--- config.mk ---
export PLATFORM = sky130hd
export DESIGN_NAME = record_slot_validator_crc32_top
export DESIGN_NICKNAME = d
export VERILOG_FILES = /design/src/rtl/rsv_pkg.sv /design/src/rtl/record_slot_validator_crc32_top.sv /design/src/rtl/rsv_slot_state.sv /design/src/rtl/rsv_verdict.sv
export SDC_FILE = /design/constraint.sdc
export NUM_CORES = 1
export LEC_CHECK = 0
export BUFFER_PORTS_ARGS = -buffer_cell sky130_fd_sc_hd__buf_4
export CAP_MARGIN = 20
export CORE_MARGIN = 2
export CORE_UTILIZATION = 30
export DETAILED_ROUTE_END_ITERATION = 10
export GPL_ROUTABILITY_DRIVEN = 0
export GPL_TIMING_DRIVEN = 0
export PLACE_DENSITY_LB_ADDON = 0.08
export SYNTH_ARGS = -nofsm -noshare
export SYNTH_HDL_FRONTEND = slang
export SYNTH_SLANG_ARGS = --single-unit
--- constraint.sdc ---
create_clock -name clk_i -period 7.4 [get_ports clk_i]
set_input_delay 1.11 -clock clk_i [delete_from_list [all_inputs] [get_ports clk_i]]
set_output_delay 1.11 -clock clk_i [all_outputs]
set_load 0.05 [all_outputs]
--- src/rtl/rsv_pkg.sv ---
// Shared constants, types and helper functions for the record slot validator.
package rsv_pkg;

  localparam int SLOT_BYTES   = 256;
  localparam int HEADER_BYTES = 17;
  localparam int MAGIC_BYTES  = 4;
  localparam int VERSION_POS  = 4;
  localparam int LENGTH_POS   = 5;
  localparam int SEQ_POS      = 9;
  localparam int CRC_BYTES    = 4;
  localparam int LEN_LIMIT    = SLOT_BYTES - 1 - HEADER_BYTES - CRC_BYTES;

  // Position saturates at SLOT_BYTES + 1.
  localparam int POS_W = $clog2(SLOT_BYTES + 2);
  localparam int COV_W = 33;

  localparam logic [31:0] CRC_POLY = 32'hEDB88320;
  localparam logic [31:0] CRC_ALL  = 32'hFFFFFFFF;

  localparam int CFG_IDX_W  = 2;
  localparam int CFG_DATA_W = 12;
  localparam int MAXP_W     = 12;

  localparam logic [CFG_IDX_W-1:0] CFG_EXPECTED_VERSION = 2'd0;
  localparam logic [CFG_IDX_W-1:0] CFG_COMMIT_VALUE     = 2'd1;
  localparam logic [CFG_IDX_W-1:0] CFG_ERASED_VALUE     = 2'd2;
  localparam logic [CFG_IDX_W-1:0] CFG_MAX_PAYLOAD      = 2'd3;

  typedef enum logic [2:0] {
    ERR_NONE        = 3'd0,
    ERR_TRUNCATED   = 3'd1,
    ERR_EMPTY       = 3'd2,
    ERR_UNCOMMITTED = 3'd3,
    ERR_MAGIC       = 3'd4,
    ERR_VERSION     = 3'd5,
    ERR_LENGTH      = 3'd6,
    ERR_CRC         = 3'd7
  } rsv_err_e;

  typedef enum logic [1:0] {
    REC_RECOVERED   = 2'd0,
    REC_NO_RECORD   = 2'd1,
    REC_CORRUPTION  = 2'd2
  } rsv_rec_e;

  typedef struct packed {
    logic [7:0]        expected_version;
    logic [7:0]        commit_value;
    logic [7:0]        erased_value;
    logic [MAXP_W-1:0] max_payload;
  } rsv_cfg_t;

  typedef struct packed {
    logic [POS_W-1:0] pos;
    logic [31:0]      crc;
    logic [31:0]      latched;
    logic [31:0]      stored;
    logic [31:0]      length;
    logic [63:0]      seq;
    logic             erased;
    logic             magic_bad;
    logic             version_bad;
    logic [7:0]       commit;
  } rsv_slot_t;

  localparam rsv_slot_t SLOT_CLEAR = '{
    pos:         '0,
    crc:         CRC_ALL,
    latched:     '0,
    stored:      '0,
    length:      '0,
    seq:         '0,
    erased:      1'b1,
    magic_bad:   1'b0,
    version_bad: 1'b0,
    commit:      '0
  };

  function automatic logic [7:0] magic_byte(input logic [1:0] idx);
    logic [7:0] val;
    case (idx)
      2'd0:    val = 8'h42;
      2'd1:    val = 8'h52;
      2'd2:    val = 8'h4C;
      default: val = 8'h31;
    endcase
    return val;
  endfunction

  // Reflected CRC-32, one byte.
  function automatic logic [31:0] crc_byte(input logic [31:0] crc_in, input logic [7:0] b);
    logic [31:0] c;
    c = crc_in ^ {24'd0, b};
    for (int i = 0; i < 8; i++) begin
      c = c[0] ? ((c >> 1) ^ CRC_POLY) : (c >> 1);
    end
    return c;
  endfunction

  function automatic logic length_ok(input logic [31:0] len, input logic [MAXP_W-1:0] maxp);
    return (len <= {{(32-MAXP_W){1'b0}}, maxp}) && (len <= 32'(LEN_LIMIT));
  endfunction

endpackage

--- src/rtl/record_slot_validator_crc32_top.sv ---
// Top level of the record slot validator: input register, configuration and wiring.
//
// Input channel: one slot byte per item (slot_byte_i) with is_last_i on the
// final byte read; accepted when in_valid_i is high and in_stall_o is low.
// Output channel: one item per payload byte that lies inside a valid length
// (kind_o 0, payload_byte_o), and one verdict item (kind_o 1) for the byte
// flagged last, carrying error_code_o, recovery_class_o and, on success,
// sequence_res_o and payload_length_o. Items that yield no result vanish.
// An accepted item is held in the input register and moves into the result
// register when it steps on, which a stalled receiver can hold off.
// Throughput: one item per cycle while the receiver does not stall; the CRC-32
// byte step and all checks settle between the two registers.
// When the receiver stalls, the result register holds and the input register
// fills; in_stall_o then rises until out_stall_i drops.
// Users write configuration (cfg_we_i, cfg_index_i, cfg_data_i) only while idle;
// the block does not enforce it. Reset clears both valid bits and the slot state;
// registers return to version 1, commit 0x00, erased 0xFF, max payload 234.
module record_slot_validator_crc32_top import rsv_pkg::*; (
  input  logic                  clk_i,
  input  logic                  rst_ni,
  input  logic                  in_valid_i,
  output logic                  in_stall_o,
  input  logic [7:0]            slot_byte_i,
  input  logic                  is_last_i,
  output logic                  out_valid_o,
  input  logic                  out_stall_i,
  output logic                  kind_o,
  output logic [7:0]            payload_byte_o,
  output logic [2:0]            error_code_o,
  output logic [1:0]            recovery_class_o,
  output logic [63:0]           sequence_res_o,
  output logic [MAXP_W-1:0]     payload_length_o,
  input  logic                  cfg_we_i,
  input  logic [CFG_IDX_W-1:0]  cfg_index_i,
  input  logic [CFG_DATA_W-1:0] cfg_data_i
);

  rsv_cfg_t  cfg_q;
  logic      in_valid_q;
  logic [7:0] in_byte_q;
  logic      in_last_q;
  logic      step;
  logic      accept;
  logic      emit;
  rsv_slot_t nxt;

  // Advance the held item whenever the result register is free or draining.
  assign step       = in_valid_q && (!out_valid_o || !out_stall_i);
  assign in_stall_o = in_valid_q && !step;
  assign accept     = in_valid_i && !in_stall_o;

  always_ff @(posedge clk_i or negedge rst_ni) begin
    if (!rst_ni) begin
      in_valid_q <= 1'b0;
    end else if (accept) begin
      in_valid_q <= 1'b1;
    end else if (step) begin
      in_valid_q <= 1'b0;
    end
  end

  always_ff @(posedge clk_i) begin
    if (accept) begin
      in_byte_q <= slot_byte_i;
      in_last_q <= is_last_i;
    end
  end

  always_ff @(posedge clk_i or negedge rst_ni) begin
    if (!rst_ni) begin
      cfg_q.expected_version <= 8'd1;
      cfg_q.commit_value     <= 8'd0;
      cfg_q.erased_value     <= 8'hFF;
      cfg_q.max_payload      <= MAXP_W'(234);
    end else if (cfg_we_i) begin
      unique case (cfg_index_i)
        CFG_EXPECTED_VERSION: cfg_q.expected_version <= cfg_data_i[7:0];
        CFG_COMMIT_VALUE:     cfg_q.commit_value     <= cfg_data_i[7:0];
        CFG_ERASED_VALUE:     cfg_q.erased_value     <= cfg_data_i[7:0];
        CFG_MAX_PAYLOAD:      cfg_q.max_payload      <= cfg_data_i[MAXP_W-1:0];
        default: ;
      endcase
    end
  end

  rsv_slot_state u_slot (
    .clk_i  (clk_i),
    .rst_ni (rst_ni),
    .step_i (step),
    .byte_i (in_byte_q),
    .last_i (in_last_q),
    .cfg_i  (cfg_q),
    .nxt_o  (nxt),
    .emit_o (emit)
  );

  rsv_verdict u_verdict (
    .clk_i            (clk_i),
    .rst_ni           (rst_ni),
    .step_i           (step),
    .byte_i           (in_byte_q),
    .last_i           (in_last_q),
    .emit_i           (emit),
    .nxt_i            (nxt),
    .cfg_i            (cfg_q),
    .out_stall_i      (out_stall_i),
    .out_valid_o      (out_valid_o),
    .kind_o           (kind_o),
    .payload_byte_o   (payload_byte_o),
    .error_code_o     (error_code_o),
    .recovery_class_o (recovery_class_o),
    .sequence_res_o   (sequence_res_o),
    .payload_length_o (payload_length_o)
  );

endmodule

--- src/rtl/rsv_slot_state.sv ---
// Per-slot state: byte position, CRC, header fields and check flags.
module rsv_slot_state import rsv_pkg::*; (
  input  logic      clk_i,
  input  logic      rst_ni,
  input  logic      step_i,
  input  logic [7:0] byte_i,
  input  logic      last_i,
  input  rsv_cfg_t  cfg_i,
  output rsv_slot_t nxt_o,
  output logic      emit_o
);

  rsv_slot_t state_q;
  rsv_slot_t state_d;
  logic [COV_W-1:0] covered;
  logic [COV_W-1:0] pos_ext;
  logic [31:0] crc_new;

  always_comb begin
    state_d = state_q;
    emit_o  = 1'b0;
    covered = COV_W'(HEADER_BYTES) + {1'b0, state_q.length};
    pos_ext = COV_W'(state_q.pos);
    crc_new = crc_byte(state_q.crc, byte_i);
    if (state_q.pos < POS_W'(SLOT_BYTES)) begin
      if (byte_i != cfg_i.erased_value) begin
        state_d.erased = 1'b0;
      end
      if (state_q.pos < POS_W'(MAGIC_BYTES)) begin
        if (byte_i != magic_byte(state_q.pos[1:0])) begin
          state_d.magic_bad = 1'b1;
        end
      end else if (state_q.pos == POS_W'(VERSION_POS)) begin
        if (byte_i != cfg_i.expected_version) begin
          state_d.version_bad = 1'b1;
        end
      end else if (state_q.pos < POS_W'(SEQ_POS)) begin
        for (int i = 0; i < 4; i++) begin
          if (state_q.pos == POS_W'(LENGTH_POS + i)) begin
            state_d.length[8*i +: 8] = state_q.length[8*i +: 8] | byte_i;
          end
        end
      end else if (state_q.pos < POS_W'(HEADER_BYTES)) begin
        for (int i = 0; i < 8; i++) begin
          if (state_q.pos == POS_W'(SEQ_POS + i)) begin
            state_d.seq[8*i +: 8] = state_q.seq[8*i +: 8] | byte_i;
          end
        end
      end
      if (pos_ext < covered) begin
        state_d.crc = crc_new;
        if (pos_ext + COV_W'(1) == covered) begin
          state_d.latched = crc_new ^ CRC_ALL;
        end
        if (state_q.pos >= POS_W'(HEADER_BYTES) &&
            length_ok(state_q.length, cfg_i.max_payload)) begin
          emit_o = 1'b1;
        end
      end else if (pos_ext < covered + COV_W'(CRC_BYTES)) begin
        // Stored CRC is little-endian: shift in from the top.
        state_d.stored = {byte_i, state_q.stored[31:8]};
      end
      if (state_q.pos == POS_W'(SLOT_BYTES - 1)) begin
        state_d.commit = byte_i;
      end
    end
    if (state_q.pos < POS_W'(SLOT_BYTES + 1)) begin
      state_d.pos = state_q.pos + POS_W'(1);
    end
  end

  assign nxt_o = state_d;

  always_ff @(posedge clk_i or negedge rst_ni) begin
    if (!rst_ni) begin
      state_q <= SLOT_CLEAR;
    end else if (step_i) begin
      // A verdict ends the slot.
      state_q <= last_i ? SLOT_CLEAR : state_d;
    end
  end

endmodule

--- src/rtl/rsv_verdict.sv ---
// Verdict decision and output register for result items.
module rsv_verdict import rsv_pkg::*; (
  input  logic              clk_i,
  input  logic              rst_ni,
  input  logic              step_i,
  input  logic [7:0]        byte_i,
  input  logic              last_i,
  input  logic              emit_i,
  input  rsv_slot_t         nxt_i,
  input  rsv_cfg_t          cfg_i,
  input  logic              out_stall_i,
  output logic              out_valid_o,
  output logic              kind_o,
  output logic [7:0]        payload_byte_o,
  output logic [2:0]        error_code_o,
  output logic [1:0]        recovery_class_o,
  output logic [63:0]       sequence_res_o,
  output logic [MAXP_W-1:0] payload_length_o
);

  rsv_err_e code;
  rsv_rec_e rec;

  logic              valid_q, valid_d;
  logic              kind_q;
  logic [7:0]        pbyte_q;
  rsv_err_e          code_q;
  rsv_rec_e          rec_q;
  logic [63:0]       seq_q;
  logic [MAXP_W-1:0] len_q;

  always_comb begin
    if (nxt_i.pos != POS_W'(SLOT_BYTES)) begin
      code = ERR_TRUNCATED;
    end else if (nxt_i.erased) begin
      code = ERR_EMPTY;
    end else if (nxt_i.commit != cfg_i.commit_value) begin
      code = ERR_UNCOMMITTED;
    end else if (nxt_i.magic_bad) begin
      code = ERR_MAGIC;
    end else if (nxt_i.version_bad) begin
      code = ERR_VERSION;
    end else if (!length_ok(nxt_i.length, cfg_i.max_payload)) begin
      code = ERR_LENGTH;
    end else if (nxt_i.stored != nxt_i.latched) begin
      code = ERR_CRC;
    end else begin
      code = ERR_NONE;
    end
    unique case (code) inside
      ERR_NONE:                   rec = REC_RECOVERED;
      ERR_EMPTY, ERR_UNCOMMITTED: rec = REC_NO_RECORD;
      default:                    rec = REC_CORRUPTION;
    endcase
  end

  always_comb begin
    valid_d = valid_q;
    if (step_i) begin
      valid_d = last_i | emit_i;
    end else if (!out_stall_i) begin
      valid_d = 1'b0;
    end
  end

  always_ff @(posedge clk_i or negedge rst_ni) begin
    if (!rst_ni) begin
      valid_q <= 1'b0;
    end else begin
      valid_q <= valid_d;
    end
  end

  always_ff @(posedge clk_i) begin
    if (step_i) begin
      kind_q  <= last_i;
      pbyte_q <= last_i ? 8'd0 : byte_i;
      code_q  <= last_i ? code : ERR_NONE;
      rec_q   <= last_i ? rec : REC_RECOVERED;
      seq_q   <= (last_i && code == ERR_NONE) ? nxt_i.seq : 64'd0;
      len_q   <= (last_i && code == ERR_NONE) ? nxt_i.length[MAXP_W-1:0] : '0;
    end
  end

  assign out_valid_o      = valid_q;
  assign kind_o           = kind_q;
  assign payload_byte_o   = pbyte_q;
  assign error_code_o     = code_q;
  assign recovery_class_o = rec_q;
  assign sequence_res_o   = seq_q;
  assign payload_length_o = len_q;

endmodule

==> flow_summary.ini, run 1 <==
[worst_setup_path]
critical-path-top-delay-family = simple AND/OR/NAND/NOR gates
cp.required_ns = 7.78
worstSetupPathType = register to register
worstPathMaxFanout = 10
critical_path.max_stage_delay_ns = 0.50
path_buf_inv = 7
cp-start-kind = register
critical_path.slowest_cell = nor4_4
cp-end-kind = register
worstPathArrival_ns = 7.49

[clock_network]
cts_num_sinks = 349
numCtsBuffers = 44
ctsLongestPathBuffers = 3
cts-root-buf = clkbuf_16
insertion_delay_ns = 0.60
cts_tree = done
path_clk_slew_ns = 0.06
cts_max_level = 2

[synth]
synth_area_mm2 = 0.02067
seq_area_frac_synth_pct = 44.93
synth_warnings = 0
yosysUniqueCellTypes = 100
synthArstFlopShare_pct = 71.63
ys.flop_type = dfrtp_1
ys_seq_elements = 349
synth-edff-count = 99
syn_avg_cell_area_um2 = 9.768
synthCells = 2116

[placement]
io_buffers = 119
post-dp-hpwl_um = 56830
dp_slack_ns = -0.1111
dpl-instance-area_mm2 = 0.02278

[sta]
fin_setup_tns_ns = 0
relSlewSlack_pct = 28.80
rsz0062_at_grt = no
maxSlewViolCount = 0
period_share_pct = 96.12
period_needed_ns = 7.113
finalHoldViolations = 0
clock_skew_ns = 0.03019
setup_ws_ns = 0.2870
finalSetupViolations = 0
holdWs_ns = 0.4736
worst_slew_pin_slew_ns = 1.060
fmax_ghz = 0.1406

[power]
ir_worst_vdd_uv = 193.4
p_per_area_mw_per_mm2 = 291.3
internal-power_mw = 4.311
p_comb_share_pct = 35.2
sw_frac_of_total_pct = 39.24
clock_power_share_pct = 31.2
power_mw = 7.096
netSwitchingPower_mw = 2.785
seqPwrFrac_pct = 33.6
p_leak_nw = 9.568

[die]
fp.coreArea_mm2 = 0.06835
start_util_pct = 30.24
die_h_um = 266.5
pin_count = 120
dieArea_mm2 = 0.07101
num_rows = 96
die_w_um = 266.5

[final_layout]
multiInputGateArea_mm2 = 0.01047
seq_area_mm2 = 0.009288
synthToLayoutAreaGrowth_pct = 17.83
n_antenna_cell = 0
nFillCells = 7025
final_area_mm2 = 0.02436
drive_gt1_share_pct = 18.63
nets = 2371

[run]
maxCapViolCount = 0

[route]
dr.pass1.iters = 7
antenna_left = 0
wl_per_cell_um = 23.72
routed-via-count = 17343
drtIter0Drc = 1441
finalWirelength_um = 76200
routed_via_density = 5.399
drc = 0

[global_route]
grt_pass1_vias = 17362
antenna_found_initial = 0
grt_use_total_pct = 21.51
grt_max_degree = 86
grt_pass1_wl_um = 115000
overflow = 0

[hold_path]
hp-class = register to register

[outcome]
outcome = finished clean
## state kept, by name, summed over array words and instances, names as in the netlist, 2 cells and up
name	cells
cfg_q	36
in_byte_q	8
u_verdict.sequence_res_o	64
u_slot.pos_ext	9
u_slot.state_q	203
u_verdict.recovery_class_o	2
u_verdict.payload_length_o	12
u_verdict.payload_byte_o	8
u_verdict.error_code_o	3
## power by group through the flow
stage	sequential, mW	clock, mW	combinational [mW]
final	2.38	2.21	2.50
after global placement	2.43	0	2.46
after CTS	2.38	2.27	2.49
after floorplan	2.58	0	1.38
after detailed placement	2.41	0	2.48
after global routing	2.41	2.35	2.68
## metal layers
metal | routed length (um) | vias to the layer above | GRT usage (%)
met1 | 35690 | 8647 | 30.67
met2 | 34620 | 524 | 34.21
li1 | - | 8058 | -
met3 | 3983 | 114 | 3.035
met5 | 0 | - | 0
met4 | 1902 | 0 | 5.375
## metrics by stage
stage                     utilization, %  cells
after floorplan                        -   2119
after global placement             33.18   3120
after detailed placement           33.33   3124
after CTS                          35.52   3206
after global routing               35.64   3212
final                              35.64   3212
## cell families after synthesis
| kind of cell | after synthesis | synth area share (%) |
|---|---|---|
| AND/OR/NAND/NOR | 695 | 19.11 |
| AO/OA/AOI/OAI | 560 | 17.36 |
| flip-flops | 349 | 44.93 |
| buffers and inverters | 222 | 4.655 |
| XOR/XNOR | 178 | 7.718 |
| multiplexers | 62 | 3.238 |
| adder cells (fa/ha/maj) | 49 | 2.966 |
| other | 1 | 0.01814 |
## final cells by class
| type | count | area share (%) |
|---|---|---|
| buffer | 148 | 2.825 |
| multi-input combinational | 1548 | 42.97 |
| tap | 882 | 4.531 |
| timing repair buffer | 129 | 4.315 |
| inverter | 74 | 1.140 |
| sequential | 349 | 38.13 |
| clock buffer | 65 | 5.091 |
| clock inverter | 17 | 0.9915 |
## path summary, 6_finish.rpt
check	start	endpoint	slack [ns]	cells past startpoint
min in group asynchronous	rst_ni	cfg_q[9]	0.48	1
worst max register to register	u_slot.state_q[76]	u_verdict.sequence_res_o[62]	0.29	25
worst min register to register	u_slot.state_q[141]	u_slot.state_q[141]	0.47	2
max in group asynchronous	rst_ni	u_slot.state_q[188]	5.55	3
worst max-delay path	u_slot.state_q[76]	u_verdict.sequence_res_o[62]	0.29	25
worst min-delay path	u_slot.state_q[141]	u_slot.state_q[141]	0.47	2
## timing repair
action	4_1_cts	5_1_grt
setup buffers	0	4
pin swaps	0	1
hold buffers	0	0
resized for setup	3	2
setup endpoints to repair	22	73
## cells in the final DEF, fill, tap and decap left out, types with 23 or more instances in the layout
cell / n
dfrtp_1: 203
nand2_1: 180
a21oi_1: 174
o21ai_0: 159
buf_4: 128
xnor2_1: 113
nor2_1: 106
edfxtp_1: 99
clkbuf_1: 97
inv_1: 74
nor3_2: 74
xor2_1: 61
nand3_1: 57
a22o_1: 53
ha_1: 49
dfstp_2: 47
nor3_1: 45
clkbuf_16: 44
nand4_1: 41
mux2_2: 37
buf_2: 30
nor4_1: 28
and2_1: 27
mux2i_1: 23
## Yosys cell counts (all sizes together), types with 61 or more instances
master,number,area share (%)
dfrtp,203,25
nand2,181,3.3
a21oi,174,4.2
o21ai,167,4.1
nor3,120,4.7
xnor2,115,4.9
nor2,107,2.0
edfxtp,99,14
clkbuf,83,1.5
inv,74,1.3
buf,65,1.8
xor2,61,2.6
## worst min-delay path, cell delays in order, from the launching register on
cell,delay [ns]
dfrtp_1,0.34
nand2_1,0.04
o21ai_0,0.06
Note: power is estimated with default switching activity, not from simulation.
==> run 2, diff against run 1 <==
Clock period 7.4 ns to 5.9 ns, I/O delays scaled along.
==> run 2 against run 1 <==
Against the previous run:
- the flow now finishes with violations (setup timing)
- maximum frequency grew 21%
- flip-flop and latch count is the same
- worst hold slack lost 0.22 ns
- setup slack lost 0.29 ns
- critical path depth shrank 3
- register-to-register slack lost 0.29 ns
- critical path type unchanged
- highest routed layer unchanged
==> flow_summary.ini, run 2 (same netlist as run 1, synthesis figures left out) <==
[outcome]
outcome = finished with violations
violations = setup timing

[sta]
period_needed_ns = 5.901
finalSetupViolations = 2
period_share_pct = 100.0
clock_skew_ns = 0.02885
relSlewSlack_pct = 18.35
worst_slew_pin_slew_ns = 1.225
maxSlewViolCount = 0
setup_ws_ns = -0.001291
holdWs_ns = 0.2505
finalHoldViolations = 0
fmax_ghz = 0.1695
rsz0062_at_grt = yes

[final_layout]
n_antenna_cell = 0
multiInputGateArea_mm2 = 0.01135
synthToLayoutAreaGrowth_pct = 24.72
seq_area_mm2 = 0.009291
fin_cells = 3259
nFillCells = 6897
largest-register = u_slot.state_q
drive_gt1_share_pct = 24.19
largest_reg_flops = 203
nets = 2418
final_common_cell = dfrtp_1
mostFrequentLayoutCells = dfrtp_1 (200), nand2_1 (178), buf_4 (176), a21oi_1 (168), o21ai_0 (153)

[worst_setup_path]
cp.required_ns = 6.29
critical-path-top-delay-family = simple AND/OR/NAND/NOR gates
crit_chain = buf_2, nand4_1, or4_1, nor2_1, nor3_1, o211ai_1, nand2b_1, clkbuf_4, buf_2, clkbuf_4, nor3_1, a211oi_1, nand4_1, o21bai_1, o2111a_1, nand4b_1, nor4_4, buf_4, nand4_4, buf_12, buf_6, nor3_4
worstPathArrival_ns = 6.29
rr_worst_depth = 22
worstPathMaxFanout = 10
critical_path.max_stage_delay_ns = 0.51
worstSetupPathType = register to register
path_buf_inv = 7
timing.rr.end = u_verdict.sequence_res_o[62]
cp-end-kind = register
rr_startpoint = u_slot.state_q[86]
critical_path.slowest_cell = or4_1
cp-start-kind = register
r2r_setup_slack_ns = -0.001

[clock_network]
insertion_delay_ns = 0.60
numCtsBuffers = 44
cts_max_level = 2
ctsLongestPathBuffers = 3
cts_hold_buf = 0
cts-root-buf = clkbuf_16
path_clk_slew_ns = 0.05
cts_tree = done
cts_num_sinks = 349

[global_route]
grt_pass1_vias = 17533
overflow = 0
grt_pass1_wl_um = 115800
antenna_found_initial = 0
grt_use_total_pct = 21.68
grt_max_degree = 86

[route]
wl_per_cell_um = 23.79
finalWirelength_um = 77520
routed_via_density = 5.424
routed-via-count = 17677
drc = 0
antenna_left = 0
dr.pass1.iters = 8
drtIter0Drc = 1526

[power]
netSwitchingPower_mw = 3.622
clock_power_share_pct = 30.6
seqPwrFrac_pct = 33.0
p_per_area_mw_per_mm2 = 352.7
sw_frac_of_total_pct = 39.84
ir_worst_vdd_uv = 247.0
power_mw = 9.092
internal-power_mw = 5.469
p_comb_share_pct = 36.5
p_leak_nw = 10.76

[run]
maxCapViolCount = 0

[hold_path]
hp-class = input pin to asynchronous set/reset pin

[die]
fp.coreArea_mm2 = 0.06835
pin_count = 120
start_util_pct = 30.24
die_h_um = 266.5
num_rows = 96
dieArea_mm2 = 0.07101
die_w_um = 266.5

[placement]
dp_cells = 3124
io_buffers = 119
post-dp-hpwl_um = 56830
## run 2: changes by cell type in the layout (fill, tap and decap cells not counted), sizes merged
| cell | change |
|---|---|
| buf | +47 |
## run 2: power by group through the flow
stage	combinational (mW)	clock, mW	sequential [mW]
global placement	3.08	0	3.04
finish	3.32	2.78	3.00
global route	3.52	2.94	3.03
detailed placement	3.11	0	3.03
floorplan	1.74	0	3.23
CTS	3.21	2.85	2.99
## run 2: timing repair
| item | in CTS | in global routing |
|---|---|---|
| gates cloned | 0 | 3 |
| buffers inserted | 31 | 23 |
| setup endpoints to repair | 109 | 76 |
| pin swaps | 17 | 44 |
| gates resized for setup | 80 | 116 |
## run 2: layer usage
layer | GRT usage, % | share of wire, %
met1 | 31.02 | 47
met2 | 34.59 | 46
met3 | 2.860 | 4.7
met4 | 5.284 | 2.4
met5 | 0 | 0
## run 2: area by class of cell
class	count	area share [%]
Multi-Input combinational cell	1548	44.02
Sequential cell	349	36.04
Timing Repair Buffer	181	5.926
Clock buffer	65	4.810
Tap cell	882	4.281
Buffer	143	2.902
Inverter	74	1.078
Clock inverter	17	0.9368
## run 2: metrics by stage
stage	instance area [um2]	setup TNS, ns	util, %	setup WS [ns]
floorplan	20680	0	-	0.2853
global placement	22680	-320.77	33.18	-2.772
detailed placement	22780	-131.73	33.33	-1.611
CTS	24950	0	36.50	0.0004059
global route	25780	-5.317	37.72	-0.1349
finish	25780	-0.001358	37.72	-0.001291
## run 2: worst max path at each step
stage	end	depth (start not counted)	start	slack (ns)
after floorplan	u_verdict.sequence_res_o[10]	23	u_slot.state_q[76]	0.29
final	u_verdict.sequence_res_o[62]	22	u_slot.state_q[86]	-0.001
after global routing	u_verdict.sequence_res_o[8]	27	u_slot.state_q[76]	-0.13
after CTS	u_verdict.sequence_res_o[48]	27	u_slot.state_q[76]	0.0004
after global placement	u_slot.state_q[162]	8	out_stall_i	-2.77
after detailed placement	u_verdict.sequence_res_o[62]	22	u_slot.state_q[76]	-1.61
